===== config.mk =====
export PLATFORM = sky130hd
export DESIGN_NAME = serial_ping_command_responder
export DESIGN_NICKNAME = d
export VERILOG_FILES = /design/src/hdl/spcr_pkg.sv /design/src/hdl/spcr_line.sv /design/src/hdl/spcr_reply.sv /design/src/hdl/serial_ping_command_responder.sv
export SDC_FILE = /design/constraint.sdc
export NUM_CORES = 1
export LEC_CHECK = 0
export BUFFER_PORTS_ARGS = -buffer_cell sky130_fd_sc_hd__buf_2
export CORE_ASPECT_RATIO = 1.25
export CORE_UTILIZATION = 30
export CTS_CLUSTER_SIZE = 30
export DETAILED_ROUTE_END_ITERATION = 6
export GPL_TIMING_DRIVEN = 0
export PLACE_DENSITY = 0.45
export REMOVE_ABC_BUFFERS = 1
export SYNTH_ARGS = -nofsm -noshare
export SYNTH_HDL_FRONTEND = slang
export SYNTH_SLANG_ARGS = --single-unit
export TNS_END_PERCENT = 50

===== constraint.sdc =====
create_clock -name i_clk -period 5.25 [get_ports i_clk]
set_clock_uncertainty 0.15 [all_clocks]
set_input_delay 0 -clock i_clk [delete_from_list [all_inputs] [get_ports i_clk]]
set_output_delay 0 -clock i_clk [all_outputs]
set_load 0.03 [all_outputs]

===== src/hdl/spcr_pkg.sv =====
`timescale 1ns / 1ps
// ----------------------------------------------------------------------------
// spcr_pkg
// Shared types, event codes and reply text tables of the ping responder.
// ----------------------------------------------------------------------------
package spcr_pkg;

    localparam int TIMEOUT_W = 20;

    localparam logic [1:0] OP_RX_BYTE  = 2'd0;
    localparam logic [1:0] OP_TX_READY = 2'd1;
    localparam logic [1:0] OP_TICK     = 2'd2;

    localparam logic [TIMEOUT_W-1:0] TIMEOUT_RESET = 20'd100000;
    localparam logic [TIMEOUT_W-1:0] IDLE_MAX      = 20'hFFFFF;

    localparam int CMD_LEN = 5;
    localparam logic [4:0] OK_LEN  = 5'd14;
    localparam logic [4:0] ERR_LEN = 5'd26;

    localparam logic       KIND_OK  = 1'b0;
    localparam logic       KIND_ERR = 1'b1;
    localparam logic [7:0] CH_LF    = 8'h0A;

    typedef struct packed {
        logic [1:0] opcode;
        logic [7:0] rx_byte;
        logic       rx_error;
    } t_event;

    // line assembler to reply sequencer
    typedef struct packed {
        logic start;
        logic hit;
    } t_line_req;

    typedef struct packed {
        logic       tx_valid;
        logic [7:0] tx_byte;
        logic       tx_last;
        logic       reply_pending;
    } t_result;

    function automatic logic [7:0] cmd_char(input logic [2:0] idx);
        logic [7:0] c;
        case (idx)
            3'd0:    c = "P";
            3'd1:    c = "I";
            3'd2:    c = "N";
            3'd3:    c = "G";
            3'd4:    c = 8'h0D;
            default: c = 8'h00;
        endcase
        return c;
    endfunction

    function automatic logic [7:0] ok_char(input logic [4:0] idx);
        logic [7:0] c;
        case (idx)
            5'd0:    c = "O";
            5'd1:    c = "K";
            5'd2:    c = ",";
            5'd3:    c = "P";
            5'd4:    c = "I";
            5'd5:    c = "N";
            5'd6:    c = "G";
            5'd7:    c = ",";
            5'd8:    c = "P";
            5'd9:    c = "O";
            5'd10:   c = "N";
            5'd11:   c = "G";
            5'd12:   c = 8'h0D;
            5'd13:   c = 8'h0A;
            default: c = 8'h00;
        endcase
        return c;
    endfunction

    function automatic logic [7:0] err_char(input logic [4:0] idx);
        logic [7:0] c;
        case (idx)
            5'd0:    c = "E";
            5'd1:    c = "R";
            5'd2:    c = "R";
            5'd3:    c = ",";
            5'd4:    c = "U";
            5'd5:    c = "A";
            5'd6:    c = "R";
            5'd7:    c = "T";
            5'd8:    c = ",";
            5'd9:    c = "I";
            5'd10:   c = "N";
            5'd11:   c = "V";
            5'd12:   c = "A";
            5'd13:   c = "L";
            5'd14:   c = "I";
            5'd15:   c = "D";
            5'd16:   c = "_";
            5'd17:   c = "C";
            5'd18:   c = "O";
            5'd19:   c = "M";
            5'd20:   c = "M";
            5'd21:   c = "A";
            5'd22:   c = "N";
            5'd23:   c = "D";
            5'd24:   c = 8'h0D;
            5'd25:   c = 8'h0A;
            default: c = 8'h00;
        endcase
        return c;
    endfunction

endpackage


===== src/hdl/spcr_line.sv =====
`timescale 1ns / 1ps
// ----------------------------------------------------------------------------
// spcr_line
// Command line assembler: character count, discard mark, running prefix
// match against the ping command and the idle timeout counter.
// ----------------------------------------------------------------------------
module spcr_line
    import spcr_pkg::*;
#(
    parameter int LINE_BUFFER_SIZE = 16
) (
    input  logic                 i_clk,
    input  logic                 i_rst_n,
    input  logic                 i_step,
    input  t_event               i_event,
    input  logic                 i_cfg_we,
    input  logic [TIMEOUT_W-1:0] i_cfg_data,
    output t_line_req            o_req
);

    localparam int CNT_W = $clog2(LINE_BUFFER_SIZE);
    localparam logic [CNT_W-1:0] CNT_FULL = CNT_W'(LINE_BUFFER_SIZE - 1);
    localparam logic [CNT_W-1:0] CNT_CMD  = CNT_W'(CMD_LEN);

    logic [TIMEOUT_W-1:0] r_timeout;
    logic [CNT_W-1:0]     r_count, n_count;
    logic                 r_discard, n_discard;
    logic                 r_prefix, n_prefix;
    logic [TIMEOUT_W-1:0] r_idle, n_idle;
    logic                 w_busy;

    assign w_busy = (r_count != '0) || r_discard;

    always_comb begin
        n_count   = r_count;
        n_discard = r_discard;
        n_prefix  = r_prefix;
        n_idle    = r_idle;
        o_req     = '0;
        unique case (i_event.opcode)
            OP_RX_BYTE: begin
                n_idle = '0;
                if (i_event.rx_error) begin
                    n_count   = '0;
                    n_discard = 1'b1;
                    n_prefix  = 1'b1;
                end else if (i_event.rx_byte == CH_LF) begin
                    o_req.start = w_busy;
                    o_req.hit   = !r_discard && r_prefix && (r_count == CNT_CMD);
                    n_count     = '0;
                    n_discard   = 1'b0;
                    n_prefix    = 1'b1;
                end else if (!r_discard) begin
                    if ((r_count < CNT_FULL) && (i_event.rx_byte != 8'h00)) begin
                        if (!((r_count < CNT_CMD)
                              && (cmd_char(r_count[2:0]) == i_event.rx_byte))) begin
                            n_prefix = 1'b0;
                        end
                        n_count = r_count + 1'b1;
                    end else begin
                        n_discard = 1'b1;
                    end
                end
            end
            OP_TICK: begin
                if (r_idle != IDLE_MAX) begin
                    n_idle = r_idle + 1'b1;
                end
                // partial line dropped once idle long enough
                if (w_busy && (n_idle >= r_timeout)) begin
                    n_count   = '0;
                    n_discard = 1'b0;
                    n_prefix  = 1'b1;
                end
            end
            default: begin
            end
        endcase
    end

    always_ff @(posedge i_clk) begin
        if (!i_rst_n) begin
            r_timeout <= TIMEOUT_RESET;
            r_count   <= '0;
            r_discard <= 1'b0;
            r_prefix  <= 1'b1;
            r_idle    <= '0;
        end else begin
            if (i_cfg_we) begin
                r_timeout <= i_cfg_data;
            end
            if (i_step) begin
                r_count   <= n_count;
                r_discard <= n_discard;
                r_prefix  <= n_prefix;
                r_idle    <= n_idle;
            end
        end
    end

endmodule


===== src/hdl/spcr_reply.sv =====
`timescale 1ns / 1ps
// ----------------------------------------------------------------------------
// spcr_reply
// Reply sequencer: starts the ok or error reply on a finished line and hands
// out one reply character per transmitter-ready event.
// ----------------------------------------------------------------------------
module spcr_reply
    import spcr_pkg::*;
(
    input  logic      i_clk,
    input  logic      i_rst_n,
    input  logic      i_step,
    input  t_event    i_event,
    input  t_line_req i_req,
    output t_result   o_result
);

    logic       r_active, n_active;
    logic       r_kind, n_kind;
    logic [4:0] r_index, n_index;
    logic [4:0] w_len;
    logic [4:0] w_idx;
    logic [4:0] w_idx_nx;

    assign w_len    = (r_kind == KIND_OK) ? OK_LEN : ERR_LEN;
    assign w_idx    = (r_index >= w_len) ? (w_len - 5'd1) : r_index;
    assign w_idx_nx = w_idx + 5'd1;

    always_comb begin
        n_active = r_active;
        n_kind   = r_kind;
        n_index  = r_index;
        o_result = '0;
        unique case (i_event.opcode)
            OP_RX_BYTE: begin
                // a line finished while replying gets no answer
                if (i_req.start && !r_active) begin
                    n_kind   = i_req.hit ? KIND_OK : KIND_ERR;
                    n_index  = '0;
                    n_active = 1'b1;
                end
            end
            OP_TX_READY: begin
                if (r_active) begin
                    o_result.tx_valid = 1'b1;
                    o_result.tx_byte  = (r_kind == KIND_OK) ? ok_char(w_idx)
                                                            : err_char(w_idx);
                    n_index = w_idx_nx;
                    if (w_idx_nx >= w_len) begin
                        o_result.tx_last = 1'b1;
                        n_active         = 1'b0;
                        n_index          = '0;
                    end
                end
            end
            default: begin
            end
        endcase
        o_result.reply_pending = n_active;
    end

    always_ff @(posedge i_clk) begin
        if (!i_rst_n) begin
            r_active <= 1'b0;
            r_kind   <= KIND_OK;
            r_index  <= '0;
        end else if (i_step) begin
            r_active <= n_active;
            r_kind   <= n_kind;
            r_index  <= n_index;
        end
    end

endmodule


===== src/hdl/serial_ping_command_responder.sv =====
`timescale 1ns / 1ps
// ----------------------------------------------------------------------------
// serial_ping_command_responder
// Answers serial command lines: "PING" CR LF gets the ok reply, any other
// non-empty or discarded line gets the error reply.
// ----------------------------------------------------------------------------
// Usage:
//   input channel (i_valid / o_ready) carries one event word: a received
//   byte with its error flag, a transmitter-ready slot or a 1 us tick.
//   output channel (o_valid / i_ready) returns exactly one result word per
//   event: the reply character sent on a ready slot (tx_valid, tx_byte,
//   tx_last) and whether a reply is still pending.
//   config channel (i_cfg_valid/o_cfg_ready), always ready: idle timeout in
//   ticks; the user writes it only while the block is idle (unchecked).
// Timing:
//   an event word is held in the input register and its result is registered
//   in the result register, which drives o_valid. one event per cycle is
//   sustained while i_ready stays high: the input register and the result
//   register form a two-stage pipeline.
// Reset: line empty, no reply pending, timeout back to 100000 ticks.
// Stall: while the result waits on i_ready the input register still takes
//   one more word; o_ready drops only when both stages are full.
// ----------------------------------------------------------------------------
module serial_ping_command_responder
    import spcr_pkg::*;
#(
    parameter int LINE_BUFFER_SIZE = 16
) (
    input  logic                 i_clk,
    input  logic                 i_rst_n,
    input  logic                 i_valid,
    output logic                 o_ready,
    input  logic [1:0]           i_opcode,
    input  logic [7:0]           i_rx_byte,
    input  logic                 i_rx_error,
    output logic                 o_valid,
    input  logic                 i_ready,
    output logic                 o_tx_valid,
    output logic [7:0]           o_tx_byte,
    output logic                 o_tx_last,
    output logic                 o_reply_pending,
    input  logic                 i_cfg_valid,
    output logic                 o_cfg_ready,
    input  logic [TIMEOUT_W-1:0] i_cfg_data
);

    logic      r_in_valid;
    t_event    r_event;
    logic      r_out_valid;
    t_result   r_result;
    logic      w_advance;
    t_line_req w_req;
    t_result   w_result;

    assign w_advance   = r_in_valid && (!r_out_valid || i_ready);
    assign o_ready     = !r_in_valid || w_advance;
    assign o_cfg_ready = 1'b1;

    always_ff @(posedge i_clk) begin
        if (!i_rst_n) begin
            r_in_valid <= 1'b0;
        end else if (o_ready) begin
            r_in_valid <= i_valid;
        end
    end

    always_ff @(posedge i_clk) begin
        if (i_valid && o_ready) begin
            r_event.opcode   <= i_opcode;
            r_event.rx_byte  <= i_rx_byte;
            r_event.rx_error <= i_rx_error;
        end
    end

    spcr_line #(
        .LINE_BUFFER_SIZE(LINE_BUFFER_SIZE)
    ) u_line (
        .i_clk      (i_clk),
        .i_rst_n    (i_rst_n),
        .i_step     (w_advance),
        .i_event    (r_event),
        .i_cfg_we   (i_cfg_valid && o_cfg_ready),
        .i_cfg_data (i_cfg_data),
        .o_req      (w_req)
    );

    spcr_reply u_reply (
        .i_clk    (i_clk),
        .i_rst_n  (i_rst_n),
        .i_step   (w_advance),
        .i_event  (r_event),
        .i_req    (w_req),
        .o_result (w_result)
    );

    always_ff @(posedge i_clk) begin
        if (!i_rst_n) begin
            r_out_valid <= 1'b0;
        end else if (w_advance) begin
            r_out_valid <= 1'b1;
        end else if (i_ready) begin
            r_out_valid <= 1'b0;
        end
    end

    always_ff @(posedge i_clk) begin
        if (w_advance) begin
            r_result <= w_result;
        end
    end

    assign o_valid         = r_out_valid;
    assign o_tx_valid      = r_result.tx_valid;
    assign o_tx_byte       = r_result.tx_byte;
    assign o_tx_last       = r_result.tx_last;
    assign o_reply_pending = r_result.reply_pending;

endmodule


==> impl_metrics.env, run 1 <==
export IMPL_hold_viol_final=0
export IMPL_r2r_end="o_reply_pending"
export IMPL_cp_cell_sequence="ha_1 > a21o_4 > a31oi_4 > mux2i_2 > ha_1 > inv_1 > ha_1 > o21ai_0 > a2bb2oi_1 > a31oi_1 > or3b_1 > a21o_1"
export IMPL_core_mm2=0.0162
export IMPL_worstMarginPinSlew_ns=0.970
export IMPL_die_area_mm2=0.0171
export IMPL_cts_sinks=76
export IMPL_cts_tree="yes"
export IMPL_r2r_cells=12
export IMPL_port_buffers=47
export IMPL_hold_depth=3
export IMPL_yosysTopAreaCellShare_pct=22.1
export IMPL_cp_start_kind="flip-flop"
export IMPL_cts_root_buf="clkbuf_16"
export IMPL_synth_ff_latch_count=76
export IMPL_fin_nets=723
export IMPL_rr_startpoint="u_reply.r_index[2]"
export IMPL_synthTopCellsByArea="dfxtp_1 22%, edfxtp_1 13%, ha_1 9.3%"
export IMPL_endpoint_kind="flip-flop"
export IMPL_via_per_inst=5.06
export IMPL_hold_start="i_cfg_valid"
export IMPL_grt_max_degree=27
export IMPL_n_antenna_cell=0
export IMPL_crit_path_max_fanout=18
export IMPL_p_leak_nw=2.43
export IMPL_synth_flop_cell="dfxtp_1"
export IMPL_min_to="u_line.r_timeout[0]"
export IMPL_die_x_um=117
export IMPL_wire_per_inst_um=14.5
export IMPL_grt_antenna_before_repair=0
export IMPL_rsz0062_at_grt="no"
export IMPL_drv_slew=0
export IMPL_die_y_um=146
export IMPL_multi_input_area_mm2=0.00295
export IMPL_grt_pass1_vias=4258
export IMPL_power_density_mw_per_mm2=221
export IMPL_cp_depth=12
export IMPL_syn_area_mm2=0.00498
export IMPL_power_w=0.00133
export IMPL_crit_slowest_cell="mux2i_2"
export IMPL_htreeDepth=3
export IMPL_critPathBufInv=1
export IMPL_layout_commonest_cell="nand2_1"
export IMPL_syn_to_final_growth_pct=21.2
export IMPL_num_io_pins=50
export IMPL_max_freq_mhz=212
export IMPL_cts_setup_buffers=0
export IMPL_avgSynthCellArea_um2=8.60
export IMPL_ys_types=75
export IMPL_grt_pass1_wl_um=21200
export IMPL_crit_path_frequent_cell="ha_1"
export IMPL_initial_core_util_pct=30.7
export IMPL_ys_warn_count=0
export IMPL_dp_hpwl_um=9180
export IMPL_path_class="flip-flop to flip-flop"
export IMPL_required_ns=5.19
export IMPL_slew_headroom_pct=34.0
export IMPL_setup_tns_ns=0
export IMPL_fill_cells=1664
export IMPL_crit_family="compound AO/OA/AOI/OAI gates"
export IMPL_cts_buffer_depth=2
export IMPL_status="finished clean"
export IMPL_std_cell_rows=52
export IMPL_vdd_drop_max_mv=0.156
export IMPL_routabilityCongestion=0.809
export IMPL_seq_area_mm2=0.00173
export IMPL_globalRouteOverflowTotal=0
export IMPL_syn_instance_count=579
export IMPL_drive_gt1_share_pct=11.9
export IMPL_rrSetupSlack_ns=0.54
export IMPL_layout_common_cells="59 x nand2_1, 55 x dfxtp_1, 47 x buf_2"
export IMPL_synth_edf_count=21
export IMPL_crit_arrival_ns=4.66
export IMPL_drc_errors=0
export IMPL_postRouteAntennaNets=0
export IMPL_maxCapViolations=0
export IMPL_vias=4407
export IMPL_fin_crit_ns=4.71
export IMPL_yosys_area_top_type="dfxtp_1"
export IMPL_drt_iter0_drc=380
export IMPL_async_reset_ff_share_pct=0
export IMPL_path_clk_slew_ns=0.06
export IMPL_drt_total_wl_um=12700
export IMPL_critPathMaxStageDelay_ns=0.87
export IMPL_numCtsBuffers=9
export IMPL_seq_area_frac_synth_pct=34.8
export IMPL_grt_usage_pct=15.7
export IMPL_final_period_utilization_pct=89.8
export IMPL_hp_class="input pin to flip-flop"
export IMPL_first_pass_iters=5
export IMPL_clkLatencyLatePin_ns=0.33
export IMPL_finalSetupViolCount=0
==> where the power goes <==
group	internal, W	switching (W)
logic	0.0000572	0.0000656
clock network	0.000320	0.000257
registers	0.000622	0.0000130
total	0.000999	0.000336
==> cell usage after synthesis, types with 6 or more instances <==
| cell | count |
|---|---|
| nand2_1 | 59 |
| mux2i_1 | 23 |
| a21oi_1 | 33 |
| o21ai_0 | 22 |
| xnor2_1 | 14 |
| dfxtp_1 | 55 |
| nor4_1 | 6 |
| buf_2 | 9 |
| ha_1 | 37 |
| clkbuf_1 | 16 |
| edfxtp_1 | 21 |
| nand3_1 | 20 |
| a31oi_1 | 19 |
| a211oi_1 | 9 |
| inv_1 | 42 |
| and3_1 | 9 |
| nor2_1 | 41 |
| o211ai_1 | 8 |
| nor3_1 | 9 |
| o21ai_1 | 11 |
| nand4_1 | 9 |
| and2_1 | 9 |
==> final cells by class <==
type / count / share of cell area [%]
inverter: 44 / 2.74
multi-input combinational: 430 / 48.8
tap: 216 / 4.48
timing repair buffer: 89 / 10.8
clock buffer: 10 / 3.79
clock inverter: 6 / 0.663
sequential: 76 / 28.7
==> routing by layer <==
layer / up-vias / global-route usage [%] / share of wire [%]
met1: 2043 / 20.8 / 47
met5: - / 0 / 0
li1: 2260 / - / -
met3: 13 / 2.28 / 3.3
met4: 0 / 4.87 / 1.4
met2: 91 / 25.8 / 48
==> worst register-to-register path: stages (launching register included) <==
cell and delay, ns:
dfxtp_1 0.73, ha_1 0.37, a21o_4 0.24, a31oi_4 0.39, mux2i_2 0.87, ha_1 0.32, inv_1 0.05, ha_1 0.26
o21ai_0 0.07, a2bb2oi_1 0.17, a31oi_1 0.25, or3b_1 0.41, a21o_1 0.18
==> what timing repair did <==
action	4_1_cts	5_1_grt
hold endpoints to repair	37	0
gates resized for setup	0	0
hold buffers	41	0
==> registers in the layout, summed over array words and instances, names as in the netlist, 4 cells and up <==
register and count:
r_event 11, u_line.r_timeout 20, u_line.r_idle 20, u_line.r_count 4
u_reply.r_index 5, o_tx_byte 7
==> metrics by stage <==
| step | utilization, % | cell area, µm² | hold slack, ns | instances | setup slack [ns] |
|---|---|---|---|---|---|
| 3_3_place_gp | 33.0 | 5350 | 0.0285 | 813 | 0.532 |
| 2_1_floorplan | - | 4840 | -0.0514 | 550 | 1.27 |
| 6_report | 37.3 | 6040 | 0.141 | 871 | 0.535 |
| 3_5_place_dp | 33.1 | 5360 | 0.0288 | 814 | 0.567 |
| 5_1_grt | 37.3 | 6040 | 0.188 | 871 | 0.231 |
| 4_1_cts | 37.3 | 6040 | 0.144 | 871 | 0.515 |
==> worst max-delay path by stage <==
stage                  startpoint         endpoint  slack (ns)
6_report       u_reply.r_index[2]  o_reply_pending        0.54
5_1_grt        u_reply.r_index[2]  o_reply_pending        0.23
4_1_cts        u_reply.r_index[2]  o_reply_pending        0.52
3_5_place_dp   u_reply.r_index[2]  o_reply_pending        0.57
3_3_place_gp   u_reply.r_index[2]  o_reply_pending        0.53
2_1_floorplan  u_reply.r_index[2]  o_reply_pending        1.27
==> cells by family (layout without fill, tap and decap cells) <==
group	count (synthesis)	after routing	synth area share [%]
adders and majority gates	37	37	9.30
muxes	27	27	5.63
buffers and inverters	73	149	6.03
DFF	76	76	34.8
AOI/OAI and AO/OA	157	157	22.2
other	2	2	0.151
and+or+nand+nor	189	189	18.7
xor gates and xnor gates	18	18	3.17
(Power assumes the default switching activity.)
==> run 2: changes to the inputs <==
--- a/config.mk
+++ b/config.mk
@@ -12,7 +12,6 @@
 export DETAILED_ROUTE_END_ITERATION = 6
 export GPL_TIMING_DRIVEN = 0
 export PLACE_DENSITY = 0.45
-export REMOVE_ABC_BUFFERS = 1
 export SYNTH_ARGS = -nofsm -noshare
 export SYNTH_HDL_FRONTEND = slang
 export SYNTH_SLANG_ARGS = --single-unit
==> run 2 against run 1 <==
Against the previous run: first-iteration DRC count shrank 46%; combinational power is essentially flat; register-to-register slack gained 0.47 ns; die area is the same; setup slack gained 0.47 ns; cell area grew 1.9%; largest power group is now clock.
==> impl_metrics.env, run 2 (same netlist as run 1, synthesis figures left out) <==
export IMPL_status="finished clean"
export IMPL_die_y_um=146
export IMPL_sw_frac_of_total_pct=24.3
export IMPL_endpoint="o_reply_pending"
export IMPL_clkLatencyLatePin_ns=0.35
export IMPL_cp_start_kind="flip-flop"
export IMPL_path_clk_slew_ns=0.07
export IMPL_final_period_utilization_pct=80.8
export IMPL_crit_path_max_fanout=10
export IMPL_path_class="flip-flop to flip-flop"
export IMPL_grt_antenna_before_repair=0
export IMPL_cts_setup_buffers=0
export IMPL_n_antenna_cell=0
export IMPL_rr_startpoint="u_reply.r_kind"
export IMPL_routabilityCongestion=0.854
export IMPL_grt_pass1_vias=4393
export IMPL_p_switching_w=0.000353
export IMPL_postRouteAntennaNets=0
export IMPL_cts_resized=0
export IMPL_numCtsBuffers=9
export IMPL_hold_viol_final=0
export IMPL_grt_usage_pct=17.1
export IMPL_drt_total_wl_um=13800
export IMPL_worstSetupStartpoint="u_reply.r_kind"
export IMPL_cts_sinks=76
export IMPL_required_ns=5.20
export IMPL_cts_tree="yes"
export IMPL_cts_root_buf="clkbuf_16"
export IMPL_syn_to_final_growth_pct=23.5
export IMPL_maxCapViolations=0
export IMPL_drive_gt1_share_pct=13.2
export IMPL_layout_common_cells="59 x nand2_1, 55 x dfxtp_1, 54 x buf_2"
export IMPL_first_pass_iters=5
export IMPL_slew_headroom_pct=53.3
export IMPL_layout_commonest_cell="nand2_1"
export IMPL_gr_usage_met3_pct=3.82
export IMPL_placed_cells=840
export IMPL_fin_area_mm2=0.00615
export IMPL_syn_nets=652
export IMPL_fin_cells=891
export IMPL_dp_hpwl_um=10300
export IMPL_fin_nets=743
export IMPL_grt_met2_usage_pct=30.3
export IMPL_drc_errors=0
export IMPL_port_buffers=45
export IMPL_grt_pass1_wl_um=22300
export IMPL_cts_buffer_depth=2
export IMPL_max_freq_mhz=236
export IMPL_rrSetupSlack_ns=1.01
export IMPL_fin_crit_ns=4.24
export IMPL_die_x_um=117
export IMPL_std_cell_rows=52
export IMPL_combPwrFrac_pct=8.7
export IMPL_endpoint_kind="flip-flop"
export IMPL_met1_usage_pct=20.0
export IMPL_timing_hold_ws_ns=0.0691
export IMPL_worstMarginPinSlew_ns=0.700
export IMPL_biggestRegsByFlops="u_line.r_idle (20), u_line.r_timeout (20), r_event (11)"
export IMPL_drt_iter0_drc=205
export IMPL_grt_max_degree=15
export IMPL_die_area_mm2=0.0171
export IMPL_globalRouteOverflowTotal=0
export IMPL_top_usage_layer="met2"
export IMPL_setup_tns_ns=0
export IMPL_vias=4539
export IMPL_power_frac_clock_pct=47.7
export IMPL_placedInstanceArea_mm2=0.00548
export IMPL_r2r_end="o_reply_pending"
export IMPL_seqPwrFrac_pct=43.6
export IMPL_r2r_cells=14
export IMPL_vdd_drop_max_mv=0.142
export IMPL_intPower_w=0.00110
export IMPL_p_leak_nw=2.52
export IMPL_drv_slew=0
export IMPL_num_io_pins=50
export IMPL_fill_cells=1659
export IMPL_wire_per_inst_um=15.5
export IMPL_initial_core_util_pct=30.7
export IMPL_power_density_mw_per_mm2=236
export IMPL_finalSetupViolCount=0
export IMPL_rsz0062_at_grt="no"
export IMPL_via_per_inst=5.09
export IMPL_hp_class="input pin to flip-flop"
export IMPL_crit_arrival_ns=4.19
export IMPL_holdBufCountCts=35
export IMPL_core_mm2=0.0162
export IMPL_htreeDepth=3
## run 2: cell count changes in the layout (fill, tap and decap cells not counted), sizes merged
cell         previous run  this run
dlygate4sd3            41        35
clkinv                  3         4
clkbuf                 10        25
inv                    44        45
bufinv                  0         2
buf                    48        58
clkinvlp                3         0
## run 2: worst min-delay path by stage
stage / startpoint / end / slack [ns] / depth (start not counted)
after floorplan: i_rx_error / r_event[0] / -0.05 / 0
after global placement: i_rx_byte[0] / r_event[1] / 0.03 / 1
after detailed placement: i_rx_byte[0] / r_event[1] / 0.03 / 1
final: i_cfg_valid / u_line.r_timeout[19] / 0.07 / 3
after global routing: i_cfg_valid / u_line.r_timeout[17] / 0.09 / 3
after CTS: i_cfg_valid / u_line.r_timeout[19] / 0.07 / 3
## run 2: area by class of cell
cell class / instances / area (µm²) / area share (%)
Clock buffer: 9 / 225 / 3.66
Timing Repair Buffer: 80 / 576 / 9.36
Sequential cell: 76 / 1730 / 28.2
Buffer: 29 / 135 / 2.20
Inverter: 44 / 165 / 2.69
Multi-Input combinational cell: 430 / 2950 / 47.9
Clock inverter: 7 / 98.8 / 1.61
Tap cell: 216 / 270 / 4.39
## run 2: per-stage QoR
step | power, W | worst slack (ns) | utilization, %
2_1_floorplan | 0.000712 | 1.65 | -
3_3_place_gp | 0.000750 | 1.01 | 33.8
3_5_place_dp | 0.000751 | 1.02 | 33.8
4_1_cts | 0.00148 | 1.00 | 38.0
5_1_grt | 0.00151 | 0.783 | 38.0
6_report | 0.00145 | 1.01 | 38.0
## run 2: power by group through the flow
stage | registers (W) | logic, W | clock network, W
2_1_floorplan | 0.000650 | 0.0000616 | 0
3_3_place_gp | 0.000645 | 0.000105 | 0
3_5_place_dp | 0.000645 | 0.000106 | 0
4_1_cts | 0.000632 | 0.000127 | 0.000719
5_1_grt | 0.000634 | 0.000140 | 0.000734
6_report | 0.000632 | 0.000126 | 0.000692
## run 2: routing by layer
| layer | vias to the layer above | share of wire, % |
|---|---|---|
| met5 | - | 0 |
| met4 | 0 | 1.0 |
| met3 | 10 | 3.4 |
| met2 | 72 | 53 |
| met1 | 2162 | 42 |
| li1 | 2295 | - |
## run 2: worst max-delay path: stages, from the launching register on
cell and delay (ns):
dfxtp_1 0.47, inv_1 0.20, ha_1 0.39, a31oi_4 0.23
buf_4 0.22, nand2b_1 0.21, ha_1 0.35, ha_1 0.35
inv_1 0.05, ha_1 0.26, o21ai_0 0.07, a2bb2oi_1 0.16
a31oi_1 0.23, or3b_1 0.42, a21o_1 0.20
